[src/a85se_pkg.sv]
// ============================================================================
// a85se_pkg - shared types and constants for the Ascii85 stream encoder
// Holds the item structs of both channels, the group record passed from the
// front to the back, and the arithmetic constants for base-85 conversion.
// ============================================================================
`timescale 1ns / 1ps
`default_nettype none

package a85se_pkg;

  // Base-85 digit arithmetic
  localparam int unsigned DIGIT_BASE  = 85;
  localparam int unsigned CHAR_OFFSET = 33;
  localparam int unsigned FULL_DIGITS = 5;
  // Divide-by-85 steps per group; the last quotient is the top digit
  localparam int unsigned NUM_DIV     = FULL_DIGITS - 1;

  // x / 85 == (x * RECIP_85) >> RECIP_SHIFT, exact for every 32-bit x
  localparam logic [31:0] RECIP_85    = 32'hC0C0C0C1;
  localparam int unsigned RECIP_SHIFT = 38;
  localparam int unsigned QUOT_W      = 64 - RECIP_SHIFT;

  // Group queue between front and back
  localparam int unsigned QUEUE_DEPTH = 2;

  typedef struct packed {
    logic [7:0] data_byte;
    logic       stream_end;
  } in_item_t;

  typedef struct packed {
    logic [6:0] digit_char;
    logic       run_last;
  } out_item_t;

  // One group ready for conversion: padded word and number of digits to emit
  typedef struct packed {
    logic [31:0] word;
    logic [2:0]  ndig;
  } group_t;

endpackage

`default_nettype wire

[src/a85se_front.sv]
// ============================================================================
// a85se_front - byte collector
// Packs bytes big-endian into a group and posts a complete or flushed group,
// zero-padded, together with its digit count.
// ============================================================================
`timescale 1ns / 1ps
`default_nettype none

module a85se_front (
  input  wire                   clk,
  input  wire                   rst,
  input  wire                   push,
  output logic                  full,
  input  a85se_pkg::in_item_t   in_item,
  output logic                  grp_push,
  output a85se_pkg::group_t     grp,
  input  wire                   grp_full
);
  import a85se_pkg::*;

  logic [23:0] group_word;
  logic [1:0]  group_count;
  logic        accept;
  logic [31:0] word;

  assign full   = grp_full;
  assign accept = push && !grp_full;
  assign word   = {group_word, in_item.data_byte};

  always_comb begin
    grp_push = accept && ((group_count == 2'd3) || in_item.stream_end);
    grp.word = word;
    grp.ndig = 3'(FULL_DIGITS);
    if (group_count != 2'd3) begin
      // pad with zero bytes at the low end
      case (group_count)
        2'd0:    grp.word = {word[7:0], 24'd0};
        2'd1:    grp.word = {word[15:0], 16'd0};
        2'd2:    grp.word = {word[23:0], 8'd0};
        default: grp.word = word;
      endcase
      grp.ndig = {1'b0, group_count} + 3'd2;
    end
  end

  always_ff @(posedge clk) begin
    if (rst) begin
      group_word  <= '0;
      group_count <= '0;
    end else if (accept) begin
      if (grp_push) begin
        group_word  <= '0;
        group_count <= '0;
      end else begin
        group_word  <= word[23:0];
        group_count <= group_count + 2'd1;
      end
    end
  end

endmodule

`default_nettype wire

[src/a85se_queue.sv]
// ============================================================================
// a85se_queue - group queue
// Small first-in first-out store that decouples the collector from the
// converter.
// ============================================================================
`timescale 1ns / 1ps
`default_nettype none

module a85se_queue #(
  parameter int unsigned DEPTH = a85se_pkg::QUEUE_DEPTH
) (
  input  wire                clk,
  input  wire                rst,
  input  wire                wr_en,
  input  a85se_pkg::group_t  wr_data,
  output logic               full,
  input  wire                rd_en,
  output logic               valid,
  output a85se_pkg::group_t  rd_data
);
  import a85se_pkg::*;

  localparam int unsigned PTR_W = (DEPTH > 1) ? $clog2(DEPTH) : 1;
  localparam int unsigned CNT_W = $clog2(DEPTH + 1);
  localparam logic [PTR_W-1:0] LAST_PTR = PTR_W'(DEPTH - 1);
  localparam logic [CNT_W-1:0] DEPTH_CNT = CNT_W'(DEPTH);

  group_t            mem [DEPTH];
  logic [PTR_W-1:0]  wr_ptr;
  logic [PTR_W-1:0]  rd_ptr;
  logic [CNT_W-1:0]  count;
  logic              do_wr;
  logic              do_rd;

  assign full    = (count == DEPTH_CNT);
  assign valid   = (count != '0);
  assign do_wr   = wr_en && !full;
  assign do_rd   = rd_en && valid;
  assign rd_data = mem[rd_ptr];

  always_ff @(posedge clk) begin
    if (do_wr) begin
      mem[wr_ptr] <= wr_data;
    end
  end

  always_ff @(posedge clk) begin
    if (rst) begin
      wr_ptr <= '0;
      rd_ptr <= '0;
      count  <= '0;
    end else begin
      if (do_wr) begin
        wr_ptr <= (wr_ptr == LAST_PTR) ? '0 : wr_ptr + PTR_W'(1);
      end
      if (do_rd) begin
        rd_ptr <= (rd_ptr == LAST_PTR) ? '0 : rd_ptr + PTR_W'(1);
      end
      if (do_wr && !do_rd) begin
        count <= count + CNT_W'(1);
      end else if (do_rd && !do_wr) begin
        count <= count - CNT_W'(1);
      end
    end
  end

endmodule

`default_nettype wire

[src/a85se_back.sv]
// ============================================================================
// a85se_back - base-85 converter and digit emitter
// Divides each group by 85 four times (multiply by reciprocal, then reduce),
// hands the digits to an emitter that drives the output register one digit
// per cycle while the receiver pops, as the next group converts.
// ============================================================================
`timescale 1ns / 1ps
`default_nettype none

module a85se_back (
  input  wire                  clk,
  input  wire                  rst,
  input  wire                  grp_valid,
  input  a85se_pkg::group_t    grp,
  output logic                 grp_pop,
  output logic                 empty,
  input  wire                  pop,
  output a85se_pkg::out_item_t out_item
);
  import a85se_pkg::*;

  typedef enum logic [2:0] {
    CONV_IDLE = 3'b001,
    CONV_MUL  = 3'b010,
    CONV_RED  = 3'b100
  } conv_state_t;

  conv_state_t        conv_state;
  logic [31:0]        conv_x;
  logic [2:0]         conv_n;
  logic [1:0]         conv_step;
  logic [QUOT_W-1:0]  prod_hi;
  logic [6:0]         conv_dig [2:4];

  logic [63:0]        product;
  logic [31:0]        quot;
  logic [31:0]        rem;
  logic [6:0]         rdig;
  logic               final_step;
  logic               handoff;
  logic               load;

  logic [6:0]         emit_dig [FULL_DIGITS];
  logic [2:0]         emit_n;
  logic [2:0]         emit_idx;
  logic               emit_busy;
  logic               emit_take;
  logic               emit_last;
  logic               emit_free;
  logic               out_valid;

  // Divide step: quotient from the registered product, remainder by shift-add
  assign product = {32'd0, conv_x} * {32'd0, RECIP_85};
  assign quot    = {{(32 - QUOT_W){1'b0}}, prod_hi};
  assign rem     = conv_x - (quot * 32'(DIGIT_BASE));
  assign rdig    = rem[6:0];

  assign final_step = (conv_state == CONV_RED) && (conv_step == 2'(NUM_DIV - 1));
  assign emit_take  = emit_busy && (!out_valid || pop);
  assign emit_last  = (emit_idx == emit_n - 3'd1);
  assign emit_free  = !emit_busy || (emit_take && emit_last);
  assign handoff    = final_step && emit_free;
  assign load       = grp_valid && ((conv_state == CONV_IDLE) || handoff);
  assign grp_pop    = load;
  assign empty      = !out_valid;

  // Converter
  always_ff @(posedge clk) begin
    if (rst) begin
      conv_state <= CONV_IDLE;
      conv_step  <= '0;
    end else begin
      case (conv_state)
        CONV_IDLE: begin
          if (load) begin
            conv_state <= CONV_MUL;
            conv_step  <= '0;
          end
        end
        CONV_MUL: begin
          conv_state <= CONV_RED;
        end
        CONV_RED: begin
          if (!final_step) begin
            conv_state <= CONV_MUL;
            conv_step  <= conv_step + 2'd1;
          end else if (handoff) begin
            conv_state <= load ? CONV_MUL : CONV_IDLE;
            conv_step  <= '0;
          end
        end
        default: begin
          conv_state <= CONV_IDLE;
        end
      endcase
    end
  end

  always_ff @(posedge clk) begin
    if (load) begin
      conv_x <= grp.word;
      conv_n <= grp.ndig;
    end else if ((conv_state == CONV_RED) && !final_step) begin
      conv_dig[3'd4 - {1'b0, conv_step}] <= rdig;
      conv_x <= quot;
    end
    if (conv_state == CONV_MUL) begin
      prod_hi <= product[63:RECIP_SHIFT];
    end
  end

  // Emitter: most significant digit first
  always_ff @(posedge clk) begin
    if (rst) begin
      emit_busy <= 1'b0;
      emit_idx  <= '0;
      out_valid <= 1'b0;
    end else begin
      if (handoff) begin
        emit_busy <= 1'b1;
        emit_idx  <= '0;
      end else if (emit_take) begin
        emit_idx <= emit_idx + 3'd1;
        if (emit_last) begin
          emit_busy <= 1'b0;
        end
      end
      if (emit_take) begin
        out_valid <= 1'b1;
      end else if (pop) begin
        out_valid <= 1'b0;
      end
    end
  end

  always_ff @(posedge clk) begin
    if (handoff) begin
      emit_dig[0] <= quot[6:0];
      emit_dig[1] <= rdig;
      emit_dig[2] <= conv_dig[2];
      emit_dig[3] <= conv_dig[3];
      emit_dig[4] <= conv_dig[4];
      emit_n      <= conv_n;
    end
    if (emit_take) begin
      out_item.digit_char <= emit_dig[emit_idx] + 7'(CHAR_OFFSET);
      out_item.run_last   <= emit_last;
    end
  end

endmodule

`default_nettype wire

[src/ascii85_stream_encoder_top.sv]
// ============================================================================
// ascii85_stream_encoder_top - Ascii85 stream encoder
// Encodes a byte stream into base-85 characters, no 'z' shortcut, no
// delimiters; a flag on the input byte ends the stream and flushes a group.
// ----------------------------------------------------------------------------
// Input side: drive in_item and raise push; the item is taken on a clock
//   edge where push is high and full is low. stream_end marks the last byte.
// Output side: while empty is low, out_item holds the oldest character;
//   raise pop to take it. run_last flags the last character of one group.
// Path: the group closed by a byte goes through the group queue, the
//   converter and the emitter into the output register, where empty falls;
//   the group's characters follow one per cycle while pop stays high.
// Conversion: four divides by 85 per group, each a 32x32 reciprocal
//   multiply and a reduce; a short flushed group costs as much as a full
//   one. Emission overlaps conversion of the next group.
// Reset (rst, synchronous) drops any partial group and any queued or
//   pending characters.
// A stalled receiver holds the output register; the emitter, the converter
//   and the group queue then fill in turn and full rises.
// ============================================================================
`timescale 1ns / 1ps
`default_nettype none

module ascii85_stream_encoder_top #(
  parameter int unsigned QUEUE_DEPTH = a85se_pkg::QUEUE_DEPTH
) (
  input  wire                  clk,
  input  wire                  rst,
  input  wire                  push,
  output logic                 full,
  input  a85se_pkg::in_item_t  in_item,
  output logic                 empty,
  input  wire                  pop,
  output a85se_pkg::out_item_t out_item
);
  import a85se_pkg::*;

  // Front to queue
  logic   grp_push;
  group_t grp_in;
  logic   grp_full;
  // Queue to back
  logic   grp_valid;
  logic   grp_pop;
  group_t grp_out;

  // Collect bytes into groups; hold push off when the group queue is full
  a85se_front u_front (
    .clk      (clk),
    .rst      (rst),
    .push     (push),
    .full     (full),
    .in_item  (in_item),
    .grp_push (grp_push),
    .grp      (grp_in),
    .grp_full (grp_full)
  );

  // Decouple collection from conversion
  a85se_queue #(
    .DEPTH (QUEUE_DEPTH)
  ) u_queue (
    .clk     (clk),
    .rst     (rst),
    .wr_en   (grp_push),
    .wr_data (grp_in),
    .full    (grp_full),
    .rd_en   (grp_pop),
    .valid   (grp_valid),
    .rd_data (grp_out)
  );

  // Convert each group and stream its characters out
  a85se_back u_back (
    .clk       (clk),
    .rst       (rst),
    .grp_valid (grp_valid),
    .grp       (grp_out),
    .grp_pop   (grp_pop),
    .empty     (empty),
    .pop       (pop),
    .out_item  (out_item)
  );

endmodule

`default_nettype wire

[config.mk]
export PLATFORM = sky130hd
export DESIGN_NAME = ascii85_stream_encoder_top
export DESIGN_NICKNAME = d
export VERILOG_FILES = /design/src/a85se_pkg.sv /design/src/a85se_front.sv /design/src/a85se_queue.sv /design/src/a85se_back.sv /design/src/ascii85_stream_encoder_top.sv
export SDC_FILE = /design/constraint.sdc
export NUM_CORES = 1
export LEC_CHECK = 0
export BUFFER_PORTS_ARGS = -buffer_cell sky130_fd_sc_hd__buf_2
export CAP_MARGIN = 40
export CORE_MARGIN = 3
export CORE_UTILIZATION = 53
export DETAILED_ROUTE_END_ITERATION = 8
export PLACE_DENSITY_LB_ADDON = 0.25
export SLEW_MARGIN = 15
export SYNTH_ARGS = -nofsm -noshare
export SYNTH_HDL_FRONTEND = slang
export SYNTH_SLANG_ARGS = --single-unit
[constraint.sdc]
create_clock -name clk -period 7.9 [get_ports clk]
set_input_delay 1.58 -clock clk [delete_from_list [all_inputs] [get_ports clk]]
set_output_delay 1.58 -clock clk [all_outputs]
set_load 0.02 [all_outputs]
* Yosys cells after proc, flatten, opt, wreduce, memory -nomap -nowiden
Memories as Yosys holds them, arrays and structs flattened. A register that Yosys moved wholly into a read port is not among the register bits.
Index checks and enable logic that the tools add are counted.
Widths: inputs -> output; s select.
** Cells by class
- Add/subtract/negate cells :: 12
- Multipliers :: 2
- Eq/ne operators :: 12
- Multiplexer cells :: 35
- Reductions and logical operators :: 34
** Operator list (count)
- $pmux 32 s3 :: 1
- $mul 32x32->64 const B :: 1
- $mux 32 :: 2
- $mux 35 :: 1
- $mul 26x7->7 const B :: 1
- $mux 24 :: 1
- $mux 1 :: 16
- $mux 3 :: 5
- $mux 2 :: 7
- $reduce_bool 2->1 :: 7
- $logic_and 1x1->1 :: 12
- $pmux 3 s3 :: 1
- $eq 2x2->1 const B :: 4
- $add 7x6->7 const B :: 1
- $sub 7x7->7 :: 1
- $add 2x1->2 const B :: 3
- $logic_not 1->1 :: 6
- $logic_or 1x1->1 :: 4
- $pmux 2 s2 :: 1
- $reduce_and 2->1 :: 2
- $add 2x2->3 const B :: 1
- $add 3x1->3 const B :: 1
- $eq 3x1->1 const B :: 1
- $eq 3x2->1 const B :: 1
- other kinds (13) :: 14
** Storage, ports and cells
- Flip-flop bits (word level) :: 112
- RAM bits :: 126
- Memories :: 3
** Memories
- u_queue.mem :: depth 2, width 35, rd ports 1, clocked after memory_dff 1, write ports 1, RTL line a85se_queue.sv:28 : group_t mem [DEPTH];
- u_back.emit_dig :: depth 5, width 7, rd ports 1, clocked after memory_dff 1, write ports 5, RTL line a85se_back.sv:43 : logic [6:0] emit_dig [FULL_DIGITS];
- u_back.conv_dig :: depth 3, width 7, rd ports 3, clocked after memory_dff 0, write ports 1, RTL line a85se_back.sv:33 : logic [6:0] conv_dig [2:4];

* Logic depth before layout (Yosys ltp)
- Depth in word-level cells :: 12
- Depth in mapped cells :: 23
- Mapped depth without buffers :: 22

* Modules after synthesis
Synthesis repeated with hierarchy kept, for this count alone.
** Second synthesis, totals
- Cells, all modules :: 1734
- Area total of the unflattened synthesis :: 20029.2 um2
** Modules (own cells, without submodules)
- a85se_back :: times used 1, cells each 1452, area an instance 15891.5 um2
- a85se_queue :: times used 1, cells each 134, area an instance 2736.4 um2
- a85se_front :: times used 1, cells each 148, area an instance 1401.3 um2

* Worst setup path before layout
OpenSTA, ideal clock, no wires.
- Path type :: register to register
- Start :: register u_back.conv_x[6]
- End :: register u_back.prod_hi[25], data pin
- Library setup time :: 278 ps
- Arrival :: 6145 ps
- Setup slack :: 1476 ps
- Stages on the path, launching flop included :: 22
- Clock period less this slack :: 6424 ps
- Cells stage by stage :: edfxtp_1 ha_1 ha_1 inv_1 fa_1 inv_1 fa_1 inv_1 fa_1 fa_1 fa_1 inv_1 ha_1 ha_1 nand4_2 or3_4 or4_4 o31ai_2 or3_4 a41o_1 and2_1 a311oi_2
** Between the ends
- Longest elaborated chain between the ends :: 1
** RTL lines
- start: declaration :: RTL line a85se_back.sv:29 : logic [31:0] conv_x;
- start signal: assignment :: RTL line a85se_back.sv:101 : conv_x <= grp.word;
- start signal: assignment :: RTL line a85se_back.sv:105 : conv_x <= quot;
- $mul 32x32->64 :: RTL line a85se_back.sv:53 : assign product = {32'd0, conv_x} * {32'd0, RECIP_85};
- named net u_back.product[63] :: RTL line a85se_back.sv:35 : logic [63:0] product;
- end signal: assignment :: RTL line a85se_back.sv:108 : prod_hi <= product[63:RECIP_SHIFT];
- end: declaration :: RTL line a85se_back.sv:32 : logic [QUOT_W-1:0] prod_hi;
The timed path passes the listed nets, and every way through them passes these cells.
A chain may end at the register's enable or synchronous reset.

* Worst setup path in the final report
- Start :: register u_back.conv_x[6]
- End :: register u_back.prod_hi[21], data pin
Same word-level chain as after synthesis.

==> results.py <==
metrics = {
    "cts": {
        "cts_hold_buf": 0,
        "cts.sinks": 242,
        "cts_buffers": 24,
        "cts_tree": "done",
        "post_cts_resized": 0,
        "post_cts_buffers": 0,
        "clk_pin_slew_ps": 60,
        "h-tree-depth": 1,
        "clockBufferDepth": 3,
        "insertion_delay_ps": 520,
        "clock-root-buffer": "clkbuf_16",
    },
    "cells_and_area": {
        "num-fill-cells": 3065,
        "nets": 2340,
        "layout-drive-gt1-share_pct": 5.565,
        "area_growth_pct": 7.519,
        "n_antenna_cell": 0,
    },
    "sta": {
        "clock_skew_ps": 26.09,
        "period_needed_ps": 7304,
        "slew_headroom_pct": 38.33,
        "maxSlewViolCount": 0,
        "setup_viol": 0,
        "hold_viol": 0,
        "tns_ps": 0,
        "post-route-period-util_pct": 92.45,
        "rsz0062_at_grt": "false",
        "tightest_slew_ps": 918.9,
        "clock.fmax_ghz": 0.1369,
    },
    "logic_synthesis": {
        "synth_xor_area_share_pct": 2.455,
        "synth_compound_area_share_pct": 8.504,
        "synthTopCellsByArea": "edfxtp_1 29%, ha_1 21%, fa_1 17%",
        "ys_async_sr_fraction_pct": 0,
        "yosys.area.top_type": "edfxtp_1",
        "netlist_area_um2": 20190,
        "synth_top_family_by_area": "adder cells",
        "synth_mux_area_share_pct": 3.285,
        "ys_ff_latch": 242,
        "synth_ff_type": "edfxtp_1",
        "yosys.area_share.simple_pct": 6.105,
        "synth_fa_ha_area_share_pct": 38.03,
        "synth_nets": 2326,
        "ys_seq_area_share_pct": 33.82,
        "yosysWarnings": 0,
        "synth_top_cell_area_share_pct": 29.46,
        "avgSynthCellArea_um2": 11.20,
        "synth_enable_flop_cells": 198,
        "syn_inst": 1802,
        "synth_cell_type_count": 62,
    },
    "critical_path": {
        "slowest_stage": "fa_1",
        "crit_fanout": 6,
        "worstPathArrival_ps": 7570,
        "slowest_delay_ps": 550,
        "path_cells": "ha_1 > ha_1 > inv_1 > fa_1 > inv_1 > fa_1 > inv_1 > fa_1 > fa_1 > fa_1 > inv_1 > ha_1 > ha_1 > nand4_2 > nor3_1 > nand4_1 > a31oi_1 > o31ai_1 > buf_4 > a21oi_1 > nor2_1 > a311o_1",
        "cp-start-kind": "flip-flop",
        "crit_path_end_kind": "flip-flop",
        "criticalPathCategory": "reg2reg",
        "reg2reg_slack_ps": 600,
        "critical_path.most_common_cell": "fa_1",
        "required_ps": 8160,
    },
    "die": {
        "die_width_um": 201.2,
        "die_y_um": 201.2,
        "dieArea_um2": 40460,
        "start_util_pct": 54.48,
        "core_area_um2": 37050,
        "rows": 70,
        "io_pins": 23,
    },
    "job": {
        "maxCapViolations": 0,
    },
    "routing": {
        "drtPass1Iterations": 5,
        "wl_per_cell_um": 19.24,
        "vias_per_cell": 5.466,
        "drt_wl_total_um": 44970,
        "route.detailed.drc": 0,
        "drtIter0Drc": 536,
        "num_vias": 12780,
        "antenna_left": 0,
    },
    "global_route": {
        "grt_use_total_pct": 22.74,
        "grt_pass1_wl_um": 73000,
        "grt_start_max_net_pins": 60,
        "gr-total-overflow": 0,
        "grt_pass1_vias": 13510,
        "antenna_found_initial": 0,
    },
    "placement": {
        "io_buffers": 22,
        "gp_congestion": 0.9492,
        "dp_hpwl_um": 37430,
    },
    "min_path": {
        "min_path_type": "reg2reg",
    },
    "outcome": {
        "status": "finished clean",
    },
}
[stage by stage]
step	hold slack (ps)	setup WS, ps	instances	cell area [um2]	utilization [%]
floorplan	400.3	1476	1802	20190	-
global placement	400.4	580.7	2290	20830	56.23
detailed placement	404.5	596.9	2293	20890	56.38
CTS	419.2	587.1	2336	21680	58.53
global route	424.1	221.1	2337	21700	58.58
finish	417.7	596.5	2337	21700	58.58
[layout by cell type (no fill, tap or decap), types with 8 or more instances in the layout]
master     count
a22o_1         9
a22oi_1        8
a222oi_1       8
nand3_1       21
xnor2_1       40
buf_2         22
a21oi_1       77
nand2_1      115
ha_1         340
xor2_1        14
dfxtp_1       43
and3_1        10
a31oi_1       11
clkbuf_16     24
nand4_1       11
o21ai_0       56
inv_1        374
fa_1         171
edfxtp_1     198
and2_1        22
nor3_1        12
a21o_1        29
mux2i_1       46
nor2_1        30
[Yosys cell counts, types with 8 or more instances]
| library cell | n |
|---|---|
| and3_1 | 10 |
| ha_1 | 340 |
| mux2i_1 | 46 |
| clkbuf_1 | 41 |
| xor2_1 | 14 |
| edfxtp_1 | 198 |
| nand3_1 | 21 |
| and2_1 | 22 |
| nor2_1 | 31 |
| nor3_1 | 13 |
| o21ai_0 | 56 |
| a21o_1 | 29 |
| a22oi_1 | 8 |
| a22o_1 | 9 |
| a222oi_1 | 8 |
| fa_1 | 171 |
| a21oi_1 | 78 |
| nand4_1 | 11 |
| nand2_1 | 115 |
| dfxtp_1 | 44 |
| inv_1 | 374 |
| xnor2_1 | 40 |
| a31oi_1 | 11 |
[cell type report]
| class | count | area [um2] | share of cell area (%) |
|---|---|---|---|
| multi-input cells | 1141 | 11810 | 54.40 |
| flip-flops and latches | 242 | 6828 | 31.46 |
| inverters | 374 | 1404 | 6.468 |
| clock buffers | 32 | 670.6 | 3.090 |
| well taps | 504 | 630.6 | 2.906 |
| repair buffers | 33 | 240.2 | 1.107 |
| clock inverters | 11 | 123.9 | 0.5707 |
[state kept, by name, summed over array words and instances (netlist names), 2 cells and up, named ones only]
signal and count:
u_back.conv_state 3, u_back.prod_hi 26, u_queue.count 2, u_front.group_word 24, u_back.emit_idx 3, u_back.out_item 8
u_back.emit_dig 35, u_back.conv_n 3, u_front.group_count 2, u_back.conv_step 2, u_back.conv_x 32, u_queue.mem 70
u_back.conv_dig 21, u_back.emit_n 3
[logic make-up (layout without fill, tap and decap cells)]
| logic type | Yosys count | after routing |
|---|---|---|
| compound gates | 262 | 262 |
| xor+xnor | 55 | 55 |
| fa+ha+maj | 511 | 511 |
| buf+inv | 419 | 450 |
| flops | 242 | 242 |
| mux | 57 | 57 |
| simple gates | 256 | 256 |
[metal layers]
metal	part of all wire [%]	GRT usage [%]
met5	0	0
met1	46	32.02
met3	3.9	2.249
met4	2.8	5.797
met2	48	38.14
[worst max-delay path: cells and delay by family (launching register included)]
family,cells,cell delay (ps)
adder cells (fa/ha/maj),9,3980
AO/OA/AOI/OAI,4,1290
flip-flops,1,470
buffers and inverters,5,400
AND/OR/NAND/NOR,4,900
[path summary, 6_finish.rpt]
check / startpoint / to / cells after the start
setup / recovery: u_back.conv_x[6] / u_back.prod_hi[21] / 22
hold / removal: u_back.conv_n[1] / u_back.emit_n[1] / 0
setup reg to reg: u_back.conv_x[6] / u_back.prod_hi[21] / 22
hold reg to reg: u_back.conv_n[1] / u_back.emit_n[1] / 0
Power is left out: the tool's default activity adds up to more than one toggle a clock period on the data nets, which glitch-free logic cannot reach.
